**src/rtl/pse_pkg.sv**
```systemverilog
// Shared types and constants of the peak-seeded blob extent search.
`default_nettype none

package pse_pkg;

	localparam int PLANE_WIDTH_DEF  = 40;
	localparam int PLANE_HEIGHT_DEF = 60;

	localparam int PIX_W = 8;
	localparam int COL_OUT_W = 6;
	localparam int ROW_OUT_W = 6;

	localparam logic [PIX_W-1:0] THRESHOLD_RST = 8'd10;

	// Verdict of the shared compare unit on one sample against the peak
	typedef struct packed {
		logic gt;
		logic member;
		logic seed_ok;
	} cmp_res_t;

endpackage

`default_nettype wire

```
**src/rtl/pse_cmp.sv**
```systemverilog
// Shared compare unit: sample against peak and threshold.
`default_nettype none

module pse_cmp (
	input  logic [pse_pkg::PIX_W-1:0] sample,
	input  logic [pse_pkg::PIX_W-1:0] peak,
	input  logic [pse_pkg::PIX_W-1:0] thr,
	output pse_pkg::cmp_res_t         res
);
	import pse_pkg::*;

	logic [PIX_W:0] diff;

	// A sample above the peak wraps far away and never belongs
	assign diff        = {1'b0, peak} - {1'b0, sample};
	assign res.gt      = diff[PIX_W];
	assign res.member  = !diff[PIX_W] && (diff[PIX_W-1:0] <= thr);
	assign res.seed_ok = !diff[PIX_W] && (diff[PIX_W-1:0] < thr);

endmodule

`default_nettype wire

```
**src/rtl/pse_seq.sv**
```systemverilog
// Sequencer: frame load, peak scan, upward and downward row searches, result register.
`default_nettype none

module pse_seq #(
	parameter int PLANE_WIDTH  = pse_pkg::PLANE_WIDTH_DEF,
	parameter int PLANE_HEIGHT = pse_pkg::PLANE_HEIGHT_DEF,
	parameter int DEPTH        = PLANE_WIDTH * PLANE_HEIGHT,
	parameter int AW           = $clog2(DEPTH)
) (
	input  logic                           clk,
	input  logic                           arst_n,
	input  logic [pse_pkg::PIX_W-1:0]      thr,
	input  logic                           in_valid,
	output logic                           in_stall,
	input  logic [pse_pkg::PIX_W-1:0]      pixel,
	input  logic                           frame_end,
	output logic                           out_valid,
	input  logic                           out_stall,
	output logic [pse_pkg::COL_OUT_W-1:0]  blob_left,
	output logic [pse_pkg::COL_OUT_W-1:0]  blob_right,
	output logic [pse_pkg::COL_OUT_W-1:0]  blob_middle,
	output logic [pse_pkg::ROW_OUT_W-1:0]  blob_bottom,
	output logic [pse_pkg::PIX_W-1:0]      peak_level,
	output logic                           mem_wr_en,
	output logic [AW-1:0]                  mem_wr_addr,
	output logic [pse_pkg::PIX_W-1:0]      mem_wr_data,
	output logic                           mem_rd_en,
	output logic [AW-1:0]                  mem_rd_addr,
	input  logic [pse_pkg::PIX_W-1:0]      mem_rd_data
);
	import pse_pkg::*;

	localparam int COL_W = $clog2(PLANE_WIDTH);
	localparam int ROW_W = $clog2(PLANE_HEIGHT + 1);
	localparam int LP_W  = $clog2(DEPTH + 1);

	localparam logic [COL_W-1:0] COL_LAST  = COL_W'(PLANE_WIDTH - 1);
	localparam logic [ROW_W-1:0] ROW_LAST  = ROW_W'(PLANE_HEIGHT - 1);
	localparam logic [ROW_W-1:0] ROW_END   = ROW_W'(PLANE_HEIGHT);
	localparam logic [AW-1:0]    ADDR_LAST = AW'(DEPTH - 1);
	localparam logic [AW-1:0]    ROW_STEP  = AW'(PLANE_WIDTH);
	localparam logic [LP_W-1:0]  LOAD_FULL = LP_W'(DEPTH);

	typedef enum logic [3:0] {
		ST_IDLE,
		ST_PK_RUN,
		ST_PK_END,
		ST_UP_INIT,
		ST_SEED_RD,
		ST_SEED_EV,
		ST_LEFT_RD,
		ST_LEFT_EV,
		ST_RIGHT_RD,
		ST_RIGHT_EV,
		ST_ROW_DONE,
		ST_DN_INIT,
		ST_FIN
	} state_t;

	function automatic logic [COL_W-1:0] mid_of(input logic [COL_W-1:0] lo,
	                                             input logic [COL_W-1:0] hi);
		logic [COL_W-1:0] span;
		span = hi - lo;
		return lo + (span >> 1);
	endfunction

	state_t           state_q;
	logic [LP_W-1:0]  load_q;
	logic [AW-1:0]    pk_addr_q;
	logic [AW-1:0]    pk_base_q;
	logic [COL_W-1:0] pk_col_q;
	logic [ROW_W-1:0] pk_row_q;
	logic             pk_v_s1;
	logic [AW-1:0]    pk_base_s1;
	logic [COL_W-1:0] pk_col_s1;
	logic [ROW_W-1:0] pk_row_s1;
	logic [PIX_W-1:0] peak_q;
	logic [COL_W-1:0] pcol_q;
	logic [ROW_W-1:0] prow_q;
	logic [AW-1:0]    pbase_q;
	logic [COL_W-1:0] ext_l_q;
	logic [COL_W-1:0] ext_r_q;
	logic [COL_W-1:0] seed_q;
	logic [COL_W-1:0] col_q;
	logic [COL_W-1:0] lo_q;
	logic [COL_W-1:0] hi_q;
	logic [ROW_W-1:0] row_q;
	logic [AW-1:0]    base_q;
	logic             dir_up_q;
	logic             out_valid_q;
	logic [COL_OUT_W-1:0] out_left_q;
	logic [COL_OUT_W-1:0] out_right_q;
	logic [COL_OUT_W-1:0] out_mid_q;
	logic [ROW_OUT_W-1:0] out_bottom_q;
	logic [PIX_W-1:0]     out_peak_q;

	logic             in_acc;
	logic             slot_free;
	logic [COL_W-1:0] rd_col;
	logic [COL_W-1:0] new_l;
	logic [COL_W-1:0] new_r;
	cmp_res_t         cmp;

	pse_cmp u_cmp (
		.sample (mem_rd_data),
		.peak   (peak_q),
		.thr    (thr),
		.res    (cmp)
	);

	assign in_stall    = (state_q != ST_IDLE);
	assign in_acc      = in_valid && (state_q == ST_IDLE);
	assign slot_free   = !out_valid_q || !out_stall;

	assign mem_wr_en   = in_acc && (load_q < LOAD_FULL);
	assign mem_wr_addr = load_q[AW-1:0];
	assign mem_wr_data = pixel;

	assign rd_col      = (state_q == ST_SEED_RD) ? seed_q : col_q;
	assign mem_rd_en   = (state_q == ST_PK_RUN) || (state_q == ST_SEED_RD) ||
	                     (state_q == ST_LEFT_RD) || (state_q == ST_RIGHT_RD);
	assign mem_rd_addr = (state_q == ST_PK_RUN) ? pk_addr_q : base_q + AW'(rd_col);

	assign new_l = (lo_q < ext_l_q) ? lo_q : ext_l_q;
	assign new_r = (hi_q > ext_r_q) ? hi_q : ext_r_q;

	always_ff @(posedge clk or negedge arst_n) begin
		if (!arst_n) begin
			state_q      <= ST_IDLE;
			load_q       <= '0;
			pk_addr_q    <= '0;
			pk_base_q    <= '0;
			pk_col_q     <= '0;
			pk_row_q     <= '0;
			pk_v_s1      <= 1'b0;
			pk_base_s1   <= '0;
			pk_col_s1    <= '0;
			pk_row_s1    <= '0;
			peak_q       <= '0;
			pcol_q       <= '0;
			prow_q       <= '0;
			pbase_q      <= '0;
			ext_l_q      <= '0;
			ext_r_q      <= '0;
			seed_q       <= '0;
			col_q        <= '0;
			lo_q         <= '0;
			hi_q         <= '0;
			row_q        <= '0;
			base_q       <= '0;
			dir_up_q     <= 1'b0;
			out_valid_q  <= 1'b0;
			out_left_q   <= '0;
			out_right_q  <= '0;
			out_mid_q    <= '0;
			out_bottom_q <= '0;
			out_peak_q   <= '0;
		end else begin
			if (out_valid_q && !out_stall) begin
				out_valid_q <= 1'b0;
			end

			// Peak scan pipeline: data of the address issued last cycle is here now
			pk_v_s1    <= (state_q == ST_PK_RUN);
			pk_base_s1 <= pk_base_q;
			pk_col_s1  <= pk_col_q;
			pk_row_s1  <= pk_row_q;
			if (pk_v_s1 && cmp.gt) begin
				peak_q  <= mem_rd_data;
				pcol_q  <= pk_col_s1;
				prow_q  <= pk_row_s1;
				pbase_q <= pk_base_s1;
			end

			unique case (state_q)
				ST_IDLE: begin
					if (in_acc) begin
						if (load_q < LOAD_FULL) begin
							load_q <= load_q + LP_W'(1);
						end
						if (frame_end) begin
							load_q    <= '0;
							pk_addr_q <= '0;
							pk_base_q <= '0;
							pk_col_q  <= '0;
							pk_row_q  <= '0;
							peak_q    <= '0;
							pcol_q    <= '0;
							prow_q    <= '0;
							pbase_q   <= '0;
							state_q   <= ST_PK_RUN;
						end
					end
				end
				ST_PK_RUN: begin
					if (pk_addr_q == ADDR_LAST) begin
						state_q <= ST_PK_END;
					end else begin
						pk_addr_q <= pk_addr_q + AW'(1);
						if (pk_col_q == COL_LAST) begin
							pk_col_q  <= '0;
							pk_row_q  <= pk_row_q + ROW_W'(1);
							pk_base_q <= pk_base_q + ROW_STEP;
						end else begin
							pk_col_q <= pk_col_q + COL_W'(1);
						end
					end
				end
				ST_PK_END: begin
					// Last sample is compared this cycle
					state_q <= ST_UP_INIT;
				end
				ST_UP_INIT: begin
					ext_l_q  <= pcol_q;
					ext_r_q  <= pcol_q;
					seed_q   <= pcol_q;
					row_q    <= prow_q;
					base_q   <= pbase_q;
					dir_up_q <= 1'b1;
					state_q  <= ST_SEED_RD;
				end
				ST_SEED_RD: begin
					state_q <= ST_SEED_EV;
				end
				ST_SEED_EV: begin
					if (!cmp.seed_ok) begin
						state_q <= dir_up_q ? ST_DN_INIT : ST_FIN;
					end else begin
						lo_q <= seed_q;
						hi_q <= seed_q;
						if (seed_q != '0) begin
							col_q   <= seed_q - COL_W'(1);
							state_q <= ST_LEFT_RD;
						end else if (seed_q != COL_LAST) begin
							col_q   <= seed_q + COL_W'(1);
							state_q <= ST_RIGHT_RD;
						end else begin
							state_q <= ST_ROW_DONE;
						end
					end
				end
				ST_LEFT_RD: begin
					state_q <= ST_LEFT_EV;
				end
				ST_LEFT_EV: begin
					if (cmp.member) begin
						lo_q <= col_q;
					end
					if (cmp.member && (col_q != '0)) begin
						col_q   <= col_q - COL_W'(1);
						state_q <= ST_LEFT_RD;
					end else if (seed_q != COL_LAST) begin
						col_q   <= seed_q + COL_W'(1);
						state_q <= ST_RIGHT_RD;
					end else begin
						state_q <= ST_ROW_DONE;
					end
				end
				ST_RIGHT_RD: begin
					state_q <= ST_RIGHT_EV;
				end
				ST_RIGHT_EV: begin
					if (cmp.member) begin
						hi_q <= col_q;
					end
					if (cmp.member && (col_q != COL_LAST)) begin
						col_q   <= col_q + COL_W'(1);
						state_q <= ST_RIGHT_RD;
					end else begin
						state_q <= ST_ROW_DONE;
					end
				end
				ST_ROW_DONE: begin
					ext_l_q <= new_l;
					ext_r_q <= new_r;
					if (dir_up_q) begin
						seed_q <= mid_of(lo_q, hi_q);
						if (row_q == '0) begin
							state_q <= ST_DN_INIT;
						end else begin
							row_q   <= row_q - ROW_W'(1);
							base_q  <= base_q - ROW_STEP;
							state_q <= ST_SEED_RD;
						end
					end else if (row_q == ROW_LAST) begin
						row_q   <= ROW_END;
						state_q <= ST_FIN;
					end else begin
						row_q   <= row_q + ROW_W'(1);
						base_q  <= base_q + ROW_STEP;
						state_q <= ST_SEED_RD;
					end
				end
				ST_DN_INIT: begin
					seed_q   <= mid_of(ext_l_q, ext_r_q);
					row_q    <= prow_q;
					base_q   <= pbase_q;
					dir_up_q <= 1'b0;
					state_q  <= ST_SEED_RD;
				end
				ST_FIN: begin
					// Hold until the result register is free
					if (slot_free) begin
						out_valid_q  <= 1'b1;
						out_left_q   <= COL_OUT_W'(ext_l_q);
						out_right_q  <= COL_OUT_W'(ext_r_q);
						out_mid_q    <= COL_OUT_W'(mid_of(ext_l_q, ext_r_q));
						out_bottom_q <= ROW_OUT_W'(row_q);
						out_peak_q   <= peak_q;
						state_q      <= ST_IDLE;
					end
				end
				default: begin
					state_q <= ST_IDLE;
				end
			endcase
		end
	end

	assign out_valid   = out_valid_q;
	assign blob_left   = out_left_q;
	assign blob_right  = out_right_q;
	assign blob_middle = out_mid_q;
	assign blob_bottom = out_bottom_q;
	assign peak_level  = out_peak_q;

endmodule

`default_nettype wire

```
**config.mk**
```make
export PLATFORM = sky130hd
export DESIGN_NAME = pse_seq
export DESIGN_NICKNAME = d
export VERILOG_FILES = /design/src/rtl/pse_pkg.sv /design/src/rtl/pse_cmp.sv /design/src/rtl/pse_seq.sv
export SDC_FILE = /design/constraint.sdc
export NUM_CORES = 1
export LEC_CHECK = 0
export CAP_MARGIN = 20
export CORE_ASPECT_RATIO = 0.5
export CORE_MARGIN = 8
export CORE_UTILIZATION = 35
export CTS_BUF_LIST = sky130_fd_sc_hd__clkbuf_4 sky130_fd_sc_hd__clkbuf_8 sky130_fd_sc_hd__clkbuf_16
export CTS_CLUSTER_SIZE = 16
export DETAILED_ROUTE_END_ITERATION = 8
export DONT_BUFFER_PORTS = 1
export SLEW_MARGIN = 30
export SYNTH_ARGS = -nofsm -noshare
export SYNTH_HDL_FRONTEND = slang
export SYNTH_SLANG_ARGS = --single-unit
export TNS_END_PERCENT = 100
```
**constraint.sdc**
```tcl
create_clock -name clk -period 9.66 [get_ports clk]
set_input_delay 0.966 -clock clk [delete_from_list [all_inputs] [get_ports clk]]
set_output_delay 0.966 -clock clk [all_outputs]
set_load 0.05 [all_outputs]
```
# Yosys cells after proc, flatten, opt, wreduce, memory -nomap -nowiden
# Index checks and enable logic that the tools add are counted.
[word_totals]
regBits = 197
latch_bits = 0
ramBits = 0
rom_bits = 0
input_bits = 29
out_inout_bits = 68
word_cells = 205
n_memories = 0
[classes]
add_sub_neg = 19
multipliers = 0
div_mod_pow = 0
n_lt_le_gt_ge = 5
eq_ne = 32
shift = 0
mux = 77
n_bitwise = 0
n_reduce_logical = 43
[ops]
columns = ["op", "count"]
rows = [
  ["2-to-1 mux 12 bit", 15],
  ["2-to-1 mux 6 bit", 28],
  ["case mux 6 bit (2 select lines)", 7],
  ["case mux 12 bit (2 select lines)", 3],
  ["case mux 4 bit (12 select lines)", 1],
  ["2-to-1 mux 4 bit", 10],
  ["case mux 6 bit (3 select lines)", 2],
  ["2-to-1 mux 8 bit", 4],
  ["adder 6 x 1 -> 6 bit, second input constant", 5],
  ["adder 12 x 1 -> 12 bit, second input constant", 2],
  ["adder 12 x 6 -> 12 bit, second input constant", 2],
  ["!= test 2 bit, second input constant", 11],
  ["equality test 4 bit, second input constant", 5],
  ["subtractor 6 x 1 -> 6 bit, second input constant", 3],
  ["equality test 4 x 3 -> 1 bit, second input constant", 4],
  ["AND reduction 3 bit", 5],
  ["nonzero test 2 bit", 7],
  ["adder 12 x 6 -> 12 bit", 1],
  ["adder 6 x 5 -> 6 bit", 2],
  ["equality test 12 bit, second input constant", 1],
  ["equality test 6 bit, second input constant", 2],
  ["< comparator 12 bit, second input constant", 1],
  ["!= test 6 bit, second input constant", 2],
  ["nonzero test 6 bit", 2],
  ["26 further kinds", 51],
]

# Depth between registers and ports, before layout
# Gate-level depths: netlist (run 1).
[depth]
depth_word = 6
mapped_depth = 18
ltp_nobuf = 17

# Cells and area by module
# Synthesis (run 1) repeated with hierarchy kept, for this count alone.
[hier_totals]
cells_unflattened = 1227
area_unflattened_um2 = 11464.7
[modules_own_cells]
columns = ["mod", "n_inst", "cells_per_inst", "area_per_inst_um2", "seq_area_each_um2"]
rows = [
  ["pse_seq", 1, 1154, 10847.9, 4779.6],
  ["pse_cmp", 1, 73, 616.8, 0.0],
]

# Least setup slack after synthesis (run 1)
# OpenSTA, ideal clock, no wires.
[synth_path]
path_type = "reg2out"
from = "register state_q[0]"
to = "output port mem_rd_addr[8]"
arrival_ps = 4070
required_ps = 8694
path_slack_ps = 4624
stages_incl_launch_ff = 14
n_path_buf = 2
path_cell_list = "dfrtp_1 > buf_2 > buf_1 > nor3_1 > o21ai_0 > ha_1 > fa_1 > a21o_1 > a21oi_1 > o21bai_1 > a21oi_1 > nor2_1 > xnor2_1 > o21ai_0"
[synth_via]
elab_chain_len = 4
elab_cells_between_ends = 5
classes_between = "add/sub: 1; eq/ne: 2; mux: 2"
[synth_lines]
columns = ["element", "line_no", "rtl"]
rows = [
  ["start, declared", "pse_seq.sv:67", "state_t state_q;"],
  ["start signal, assigned", "pse_seq.sv:227", "state_q <= dir_up_q ? ST_DN_INIT : ST_FIN;"],
  ["equality test 4 x 3 -> 1 bit", "pse_seq.sv:119", "assign rd_col = (state_q == ST_SEED_RD) ? seed_q : col_q;"],
  ["2-to-1 mux 6 bit", "pse_seq.sv:119", ""],
  ["adder 12 x 6 -> 12 bit", "pse_seq.sv:122", "assign mem_rd_addr = (state_q == ST_PK_RUN) ? pk_addr_q : base_q + AW'(rd_col);"],
  ["2-to-1 mux 12 bit *", "pse_seq.sv:122", ""],
  ["end, declared", "pse_seq.sv:28", "output logic [AW-1:0] mem_rd_addr,"],
]
# Every way passes the cells marked *; elsewhere a longest branch is shown, timed or not.

# Final worst setup path (run 1)
[layout_path]
from = "register state_q[3]"
to = "output port mem_rd_addr[8]"
# Same word-level chain as after synthesis.

==> run metrics, run 1 <==
result of the run completed; Pleak 5.632 nW; HPWL after DPL 20,000 um; final non-filler cell area 12,120 um2; combinational power share 0.477; CTS Hold Bufs 0; DR vias 8,634; Syn Std Cell Area 11,220 um2; die height 142.6 um; Pre-antenna DRT Iters 5; root buf cell clkbuf_16; Die Wd 269.2 um; worst ir drop on vdd 0.1775 mV; post_cts resized 0; gr usage total 0.1442; clk slew on worst S/H paths 0.07 ns; final worst slack 3.956 ns; Worst-Skew Late Latency 0.45 ns; Starting Density 0.3551; WL final 27,760 um; clock buffer depth 2; clock sink count 191; Psw 2.214 mW; crit path time final 5.704 ns; syn_area_per_cell 9.123 um2; Crit Path Max Fanout 20; Final period util 0.5905; gpl congestion 0.8738; sequential fraction of design power 0.367; critical-path cell list nand2b_1 > nor3_1 > o21ai_0 > ha_1 > fa_1 > a21o_1 > a21oi_1 > o21bai_1 > a21oi_1 > nor2_1 > xnor2_1 > o21ai_1; Iteration-0 DRC Markers 758; total CTS buffers 17; pre-CTS setup slack 4.480 ns; CP startpoint state_q[3]; clock power share 0.156; Peak Freq 0.1753 GHz; Post-route DRC 0; Sw Share 0.4911; Ys Warns 0; worst hold path type input port to async pin; Area Overhead vs Synth 8.028%; worst slew pin tran 1.080 ns; Setup crit end kind output pin; Setup CP Type flip-flop to output pin; Fin Hold WS 0.2306 ns; max cap viols 0; final setup fails 0; nature of the critical path startpoint flip-flop; core area 31,600 um2; slowest library cell on the worst path o21ai_1; Setup Skew 0.01088 ns; placed cell areas 11,540 um2; Crit path buffers/inverters 0; CTS tree yes; share of cells above drive strength 1 0.07641; first-pass GRT wire length 45,480 um; site row count 46; post-synthesis sequential area ratio 0.4260; H-Tree Depth 4; flop2flop setup slack 5.73 ns; ys flop type dfrtp_1; largest net degree at the start of global routing 192; max-slew violation count 0; most frequent CP cell a21oi_1; CP required 8.69 ns; Yosys cell types 78; Synth Instances 1,230; placed cells 1,604; Nets 1,297; CP delay by family, top compound AO/OA/AOI/OAI gates; post-CTS setup buffers 0; Fin Setup TNS 0 ns; slowest stage delay, CP 0.76 ns; Routed wire per std cell 16.97 um; Die Footprint 38,390 um2; vias per inst 5.278; Final ANT Viol Nets 0; Final Hold Fails 0; EDFF count, synth 0; Inserted Diodes 0; syn nets 1,336; FF+latch count, synth 191; Pwr per Cell Area 371.9 nW/um2; grt ovf 0; Cell Count, Final, Fillers Out 1,636; Slew HR 0.2731; initial antenna violation count 0; number of global-route vias before repair 8,452; RSZ-0062 raised after global routing no; WP data arrival 4.74 ns; internal power 2.294 mW; # port buffers 0; Reg-to-Reg Start peak_q[0]; Async SR Flop Fraction 1.000; I/O Pins 97
worst paths after layout:
| check | end | cells after the start |
|---|---|---|
| hold / removal | pk_base_q[8] | 0 |
| hold reg to reg | pk_base_s1[11] | 0 |
| setup reg to reg | lo_q[4] | 14 |
| setup / recovery | mem_rd_addr[8] | 12 |
| min in group clk | pk_base_s1[11] | 0 |
| max in group asynchronous | ext_r_q[0] | 0 |
registers in the layout (all words and copies together) (netlist names), 8 cells and up:
name,cells
pk_base_s1,9
pk_addr_q,12
peak_q,8
base_q,12
mem_wr_addr,12
pbase_q,12
peak_level,8
pk_base_q,9
final cells by class:
cell class	instances	area, um2
Tap cell	432	540.5
Timing Repair Buffer	4	30.03
Clock inverter	13	132.6
Inverter	62	232.7
Fill cell	3139	19480
Multi-Input combinational cell	915	5953
Clock buffer	19	452.9
Sequential cell	191	4780
power groups by stage:
| stage | Sequential [mW] | Clock (mW) | Combinational (mW) |
|---|---|---|---|
| after floorplan | 1.47 | 0 | 1.80 |
| final | 1.65 | 0.705 | 2.15 |
| after CTS | 1.65 | 0.723 | 2.16 |
| after detailed placement | 1.67 | 0 | 2.14 |
| after global routing | 1.70 | 0.756 | 2.39 |
| after global placement | 1.66 | 0 | 2.06 |
placed cells by master (no fill, tap or decap), types with 5 or more instances in the layout:
cell type	n
dfrtp_1	191
xor2_1	40
a31oi_1	13
clkbuf_16	17
o21a_1	6
nand2b_1	13
a211oi_1	6
ha_1	70
inv_1	62
nor2b_1	14
nand4_1	14
xnor2_1	46
a21oi_2	7
o21bai_1	6
o21ai_1	5
a21oi_1	99
fa_1	7
mux2_2	28
a21o_1	21
a21boi_0	5
o21ai_0	71
a22oi_1	5
nand3_1	28
nor3_1	12
and3_1	16
nand2_1	190
nor2_1	106
mux2i_1	10
layer usage:
| metal | part of all wire | up-vias | GRT usage |
|---|---|---|---|
| met5 | 0 | - | 0 |
| met2 | 0.49 | 181 | 0.2481 |
| met4 | 0.015 | 0 | 0.04254 |
| li1 | - | 4154 | - |
| met3 | 0.043 | 29 | 0.02604 |
| met1 | 0.45 | 4270 | 0.1850 |
synth_stat cells, drive strengths merged (6+ instances only):
cell type	count	area share
a211oi	7	0.0058
a21o	21	0.014
a21oi	107	0.049
a31oi	14	0.0091
and3	17	0.0095
buf	30	0.015
clkbuf	32	0.011
dfrtp	191	0.43
fa	7	0.012
ha	70	0.078
inv	62	0.021
mux2	28	0.028
mux2i	10	0.0089
nand2	192	0.065
nand2b	13	0.0072
nand3	28	0.012
nand4	15	0.0089
nor2	108	0.037
nor2b	14	0.0078
nor3	14	0.0071
o21a	6	0.0040
o21ai	76	0.034
o21bai	6	0.0040
xnor2	46	0.036
xor2	40	0.031
kinds of logic (layout without fill, tap and decap cells):
kind of cell | after synthesis | in the layout | share of synthesized area
compound gates | 292 | 292 | 0.1617
xor+xnor | 86 | 86 | 0.06713
buf+inv | 124 | 98 | 0.04628
flops | 191 | 191 | 0.4260
simple gates | 422 | 422 | 0.1714
fa+ha+maj | 77 | 77 | 0.09054
mux | 38 | 38 | 0.03702
through the flow:
stage	power (mW)	util
2_1_floorplan	3.272	-
3_3_place_gp	3.715	0.3644
3_5_place_dp	3.806	0.3651
4_1_cts	4.531	0.3836
5_1_grt	4.848	0.3836
6_report	4.508	0.3836
worst register-to-register path, delay by kind of cell, from the launching register on:
kind / cells / cell delay [ns]
flops: 1 / 0.35
buf+inv: 1 / 0.06
simple gates: 3 / 0.44
compound gates: 6 / 1.90
xor+xnor: 1 / 0.13
fa+ha+maj: 3 / 0.89
Note: power is estimated with default switching activity, not from simulation.
==> run 2: changes to the inputs <==
Clock period 9.66 ns to 4.9 ns, I/O delays scaled along.
==> run metrics, run 2 (synthesis results as in run 1) <==
CP required 4.41 ns (-4.28 ns); Starting Density 0.3551 (unchanged); root buf cell clkbuf_16; Routed wire per std cell 16.73 um (-1.4%); result of the run complete, but fails checks; clk slew on worst S/H paths 0.07 ns (about the same); Slew HR 0.3432 (+0.07009); gpl congestion 0.8963 (+2.6%); Setup Skew 0.01732 ns (+0.006442 ns); worst-case reg-to-reg path depth 16 (+2); final worst slack 0.6059 ns (-3.350 ns); Finished Core Util 0.3871 (+0.003445); gr usage total 0.1446 (+0.0004003); die height 142.6 um (unchanged); clock sink count 191 (unchanged); Post-route DRC 0 (unchanged); WL final 27,600 um (-0.57%); pre-CTS setup slack 1.082 ns (-3.398 ns); Area Overhead vs Synth 8.999%; placed cells 1,618 (+0.87%); Final ANT Viol Nets 0 (unchanged); initial antenna violation count 0 (unchanged); Cell Count, Final, Fillers Out 1,650 (+0.86%); Nets 1,311 (+1.1%); worst ir drop on vdd 0.2939 mV (+66%); Inserted Diodes 0 (unchanged); post-CTS setup buffers 0 (unchanged); max-slew violation count 0 (unchanged); Final Power 9.034 mW (+100%); I/O Pins 97 (unchanged); Final Hold Fails 191 (+191); first-pass GRT wire length 45,840 um (+0.80%); CP delay by family, top compound AO/OA/AOI/OAI gates; Die Wd 269.2 um (unchanged); nature of the critical path startpoint flip-flop; Fin Hold WS -0.2493 ns (-0.4800 ns); Setup crit end kind output pin; site row count 46 (unchanged); Pwr per Cell Area 738.7 nW/um2 (+99%); critical-path cell list nand2b_1 > nor3_1 > buf_4 > o21ai_0 > ha_1 > fa_1 > a21o_1 > a21oi_1 > o21bai_1 > a21oi_1 > nor2_1 > xnor2_1 > o21ai_1 > buf_4; slowest stage delay, CP 0.68 ns (-0.08 ns); flop2flop setup slack 1.17 ns (-4.56 ns); Iteration-0 DRC Markers 631 (-17%); total CTS buffers 17 (unchanged); RSZ-0062 raised after global routing no; worst hold path type input port to async pin; WP data arrival 3.80 ns (-0.94 ns); core area 31,600 um2 (unchanged); vias per inst 5.215 (-1.2%); Fin Setup TNS 0 ns (unchanged); clock buffer depth 2 (unchanged); crit path time final 4.294 ns; DR vias 8,604 (-0.35%); fill count 3,136 (-0.096%); final setup fails 0 (unchanged); Worst-Skew Late Latency 0.45 ns (about the same); Pleak 5.717 nW (+1.5%); worst slew pin tran 0.9876 ns (-0.09275 ns); largest net degree at the start of global routing 192 (unchanged); Die Footprint 38,390 um2 (unchanged); share of cells above drive strength 1 0.08456 (+0.008153); Pre-antenna DRT Iters 5 (unchanged); HPWL after DPL 19,950 um (-0.23%); most common cell after layout, fill and taps aside dfrtp_1; CTS tree yes; H-Tree Depth 4 (unchanged); # port buffers 0 (unchanged); Reg-to-Reg Start peak_q[0]; Crit path buffers/inverters 2 (+2); number of global-route vias before repair 8,603 (+1.8%); r2r endpoint hi_q[1]; most frequent cells in the layout 191 x dfrtp_1, 190 x nand2_1, 105 x nor2_1; slowest library cell on the worst path dfrtp_1; grt ovf 0 (unchanged); Final period util 0.8764; Crit Path Max Fanout 15 (-25%); Setup CP Type flip-flop to output pin; max cap viols 0 (unchanged); failing checks hold timing; Peak Freq 0.2329 GHz
## run 2: cell count changes in the layout (fill, tap and decap cells not counted), moves of 2 or more
cell,before,now
buf_4,4,18
a21oi_1,99,104
clkbuf_4,0,2
clkinvlp_4,4,2
a21oi_2,7,2
## run 2: how the worst max path moves through the flow
stage | from | end | slack [ns] | cells after the start
2_1_floorplan | state_q[0] | mem_rd_addr[8] | 0.34 | 13
3_3_place_gp | state_q[2] | mem_rd_addr[8] | 1.17 | 14
3_5_place_dp | mem_rd_data[1] | lo_q[3] | 1.08 | 17
4_1_cts | state_q[2] | mem_rd_addr[8] | 0.64 | 14
5_1_grt | state_q[2] | mem_rd_addr[8] | 0.38 | 14
6_report | state_q[2] | mem_rd_addr[8] | 0.61 | 14
## run 2: worst reg2reg max path: cells and delay by family, from the launching register on
family / cells / cell delay, ns
fa+ha+maj: 3 / 0.88
compound gates: 3 / 0.45
buf+inv: 2 / 0.18
mux: 1 / 0.40
simple gates: 6 / 1.24
flops: 1 / 0.34
xor+xnor: 1 / 0.12
## run 2: metal layers
metal | up-vias | part of all wire | wire length (um) | global-route usage
met1 | 4233 | 0.47 | 12980 | 0.1898
met2 | 167 | 0.48 | 13320 | 0.2424
li1 | 4177 | - | - | -
met5 | - | 0 | 0 | 0
met3 | 27 | 0.034 | 946 | 0.02954
met4 | 0 | 0.013 | 359 | 0.03885
## run 2: timing repair
item,CTS,global route
resized for setup,0,0
endpoints found under the setup margin,0,0
hold endpoints to repair,191,191
## run 2: area by class of cell
type                       instances  area (um2)  area share
clock buffer                      21       467.9     0.03826
clock inverter                    11       131.4     0.01074
inverter                          62       232.7     0.01903
multi-input combinational        915        5943      0.4859
sequential                       191        4780      0.3908
tap                              432       540.5     0.04419
timing repair buffer              18       135.1     0.01105
## run 2: power breakdown
| part | switching (mW) | total [mW] | internal, mW |
|---|---|---|---|
| Combinational | 2.65 | 4.41 | 1.76 |
| Sequential | 1.08 | 3.19 | 2.11 |
| Clock | 0.636 | 1.43 | 0.796 |
## run 2: metrics by stage
| step | hold WS, ns | instance area, um2 |
|---|---|---|
| after floorplan | 0.1944 | 11220 |
| after global placement | 0.2104 | 11620 |
| after detailed placement | 0.2100 | 11620 |
| after CTS | -0.2705 | 12220 |
| after global routing | -0.2824 | 12230 |
| final | -0.2493 | 12230 |
==> run 3: changes to the inputs <==
Settings changed: CORE_ASPECT_RATIO 0.5 to default.
==> run metrics, run 3 (synthesis results as in run 1) <==
multi-input logic area 5952 um2 (+0.15%); I/O Pins 97 (unchanged); Routed wire per std cell 17.23 um (+3.0%); max cap viols 0 (unchanged); vias per inst 5.227 (+0.24%); clk slew on worst S/H paths 0.07 ns (about the same); core area 31,560 um2 (-0.13%); largest net degree at the start of global routing 192 (unchanged); total CTS buffers 17 (unchanged); initial antenna violation count 0 (unchanged); final setup fails 0 (unchanged); worst slew pin tran 0.9073 ns (-0.08029 ns); max-slew violation count 0 (unchanged); worst ir drop on vdd 0.4669 mV (+59%); root buf cell clkbuf_16; Nets 1,312 (+0.076%); H-Tree Depth 4 (unchanged); clock buffer depth 2 (unchanged); post-CTS setup buffers 0 (unchanged); # port buffers 0 (unchanged); Psw 4.348 mW (-0.28%); worst hold path type input port to async pin; share of cells above drive strength 1 0.08450 (about the same); Final ANT Viol Nets 0 (unchanged); Pleak 5.720 nW (about the same); CP required 4.41 ns (about the same); Final period util 0.9311 (+0.05477); Slew HR 0.3934 (+0.05022); crit path time final 4.563 ns (+0.2684 ns); nature of the critical path startpoint flip-flop; Final Hold Fails 191 (unchanged); Final Power 9.033 mW (about the same); RSZ-0062 raised after global routing no; Starting Density 0.3556 (+0.0004787); Sw Share 0.4813 (-0.001283); WL final 27,920 um (+1.2%); Peak Freq 0.2192 GHz (-5.9%); gpl congestion 0.9005 (+0.47%); Post-route DRC 0 (unchanged); Area Overhead vs Synth 8.698%; Inserted Diodes 0 (unchanged); combinational power share 0.491 (+0.003); number of global-route vias before repair 8,398 (-2.4%); failing checks hold timing; CTS tree yes; site row count 65 (+41%); clock power share 0.156 (-0.003); Setup Skew 0.01189 ns (-0.005429 ns); WP data arrival 4.07 ns (+0.27 ns); fill count 3,210 (+2.4%); most frequent cells in the layout 191 x nand2_1, 191 x dfrtp_1, 105 x nor2_1; first-pass GRT wire length 46,130 um (+0.62%); DR vias 8,473 (-1.5%); Pwr per Cell Area 740.6 nW/um2 (+0.27%); register area 4780 um2 (unchanged); Die Footprint 38,040 um2 (-0.91%); Fin Hold WS -0.2623 ns (-0.01295 ns); HPWL after DPL 20,130 um (+0.91%); Fin Setup TNS 0 ns (unchanged); clock sink count 191 (unchanged); post_cts resized 0 (unchanged); Pre-antenna DRT Iters 5 (unchanged); Setup crit end kind output pin; final non-filler cell area 12,200 um2 (-0.28%); die height 195.1 um (+37%); result of the run complete, but fails checks; Setup CP Type flip-flop to output pin; internal power 4.685 mW (+0.24%); Iteration-0 DRC Markers 759 (+20%); Worst-Skew Late Latency 0.44 ns (about the same); Die Wd 195.1 um (-28%); grt ovf 0 (unchanged); sequential fraction of design power 0.353 (about the same); gr usage total 0.1486 (+0.004010); placed cell areas 11,610 um2 (-0.13%); Crit Path Max Fanout 21 (+6)
## run 3: cell types whose count changed in the layout (fill, tap and decap cells not counted), sizes merged
cell / previous run / this run
clkinv: 5 / 4
clkbuf: 21 / 23
buf: 18 / 19
inv: 64 / 63
## run 3: cell type report
cell class / instances / share of cell area
Timing Repair Buffer: 19 / 0.01169
Multi-Input combinational cell: 915 / 0.4880
Clock buffer: 23 / 0.03908
Inverter: 62 / 0.01908
Sequential cell: 191 / 0.3919
Clock inverter: 9 / 0.009028
Tap cell: 402 / 0.04124
## run 3: worst max-delay path, stage by stage (launching register included)
cell and delay, ns:
dfrtp_1 0.36, buf_4 0.21, nor3_1 0.71, o21ai_0 0.24, ha_1 0.27, fa_1 0.40, a21o_1 0.17, a21oi_1 0.22
o21bai_1 0.09, a21oi_1 0.33, nor2_1 0.09, xnor2_1 0.14, o21ai_1 0.16, buf_4 0.23
## run 3: metrics by stage
| step | hold WS, ns | instances | util | setup WS (ns) |
|---|---|---|---|---|
| floorplan | 0.1944 | 1230 | - | 0.3403 |
| global placement | 0.1999 | 1589 | 0.3672 | 1.007 |
| detailed placement | 0.1999 | 1589 | 0.3678 | 0.8190 |
| CTS | -0.2852 | 1621 | 0.3864 | 0.3163 |
| global route | -0.2886 | 1621 | 0.3865 | 0.04560 |
| finish | -0.2623 | 1621 | 0.3865 | 0.3375 |
## run 3: power by group through the flow
| stage | Combinational, mW | Sequential [mW] | Clock (mW) |
|---|---|---|---|
| 6_report | 4.44 | 3.19 | 1.41 |
| 5_1_grt | 4.98 | 3.27 | 1.51 |
| 4_1_cts | 4.49 | 3.20 | 1.45 |
| 3_5_place_dp | 4.44 | 3.23 | 0 |
| 3_3_place_gp | 4.37 | 3.22 | 0 |
| 2_1_floorplan | 3.55 | 2.90 | 0 |
## run 3: path summary, 6_finish.rpt
kind | start | end | slack (ns) | depth (start not counted)
max | state_q[0] | mem_rd_addr[10] | 0.34 | 13
min | arst_n | blob_left[0] | -0.26 | 0
max reg2reg | peak_q[0] | hi_q[5] | 1.11 | 16
min reg2reg | pk_row_q[5] | pk_row_s1[5] | 0.40 | 0
max in group asynchronous | arst_n | pk_addr_q[6] | 4.85 | 0
min in group clk | frame_end | mem_wr_addr[1] | 0.16 | 1
## run 3: per-layer routing
metal | global-route usage | routed length (um) | up-vias
met5 | 0 | 0 | -
met4 | 0.04295 | 394 | 0
met3 | 0.03009 | 1254 | 23
met2 | 0.2396 | 13150 | 176
met1 | 0.1996 | 13130 | 4090
li1 | - | - | 4184
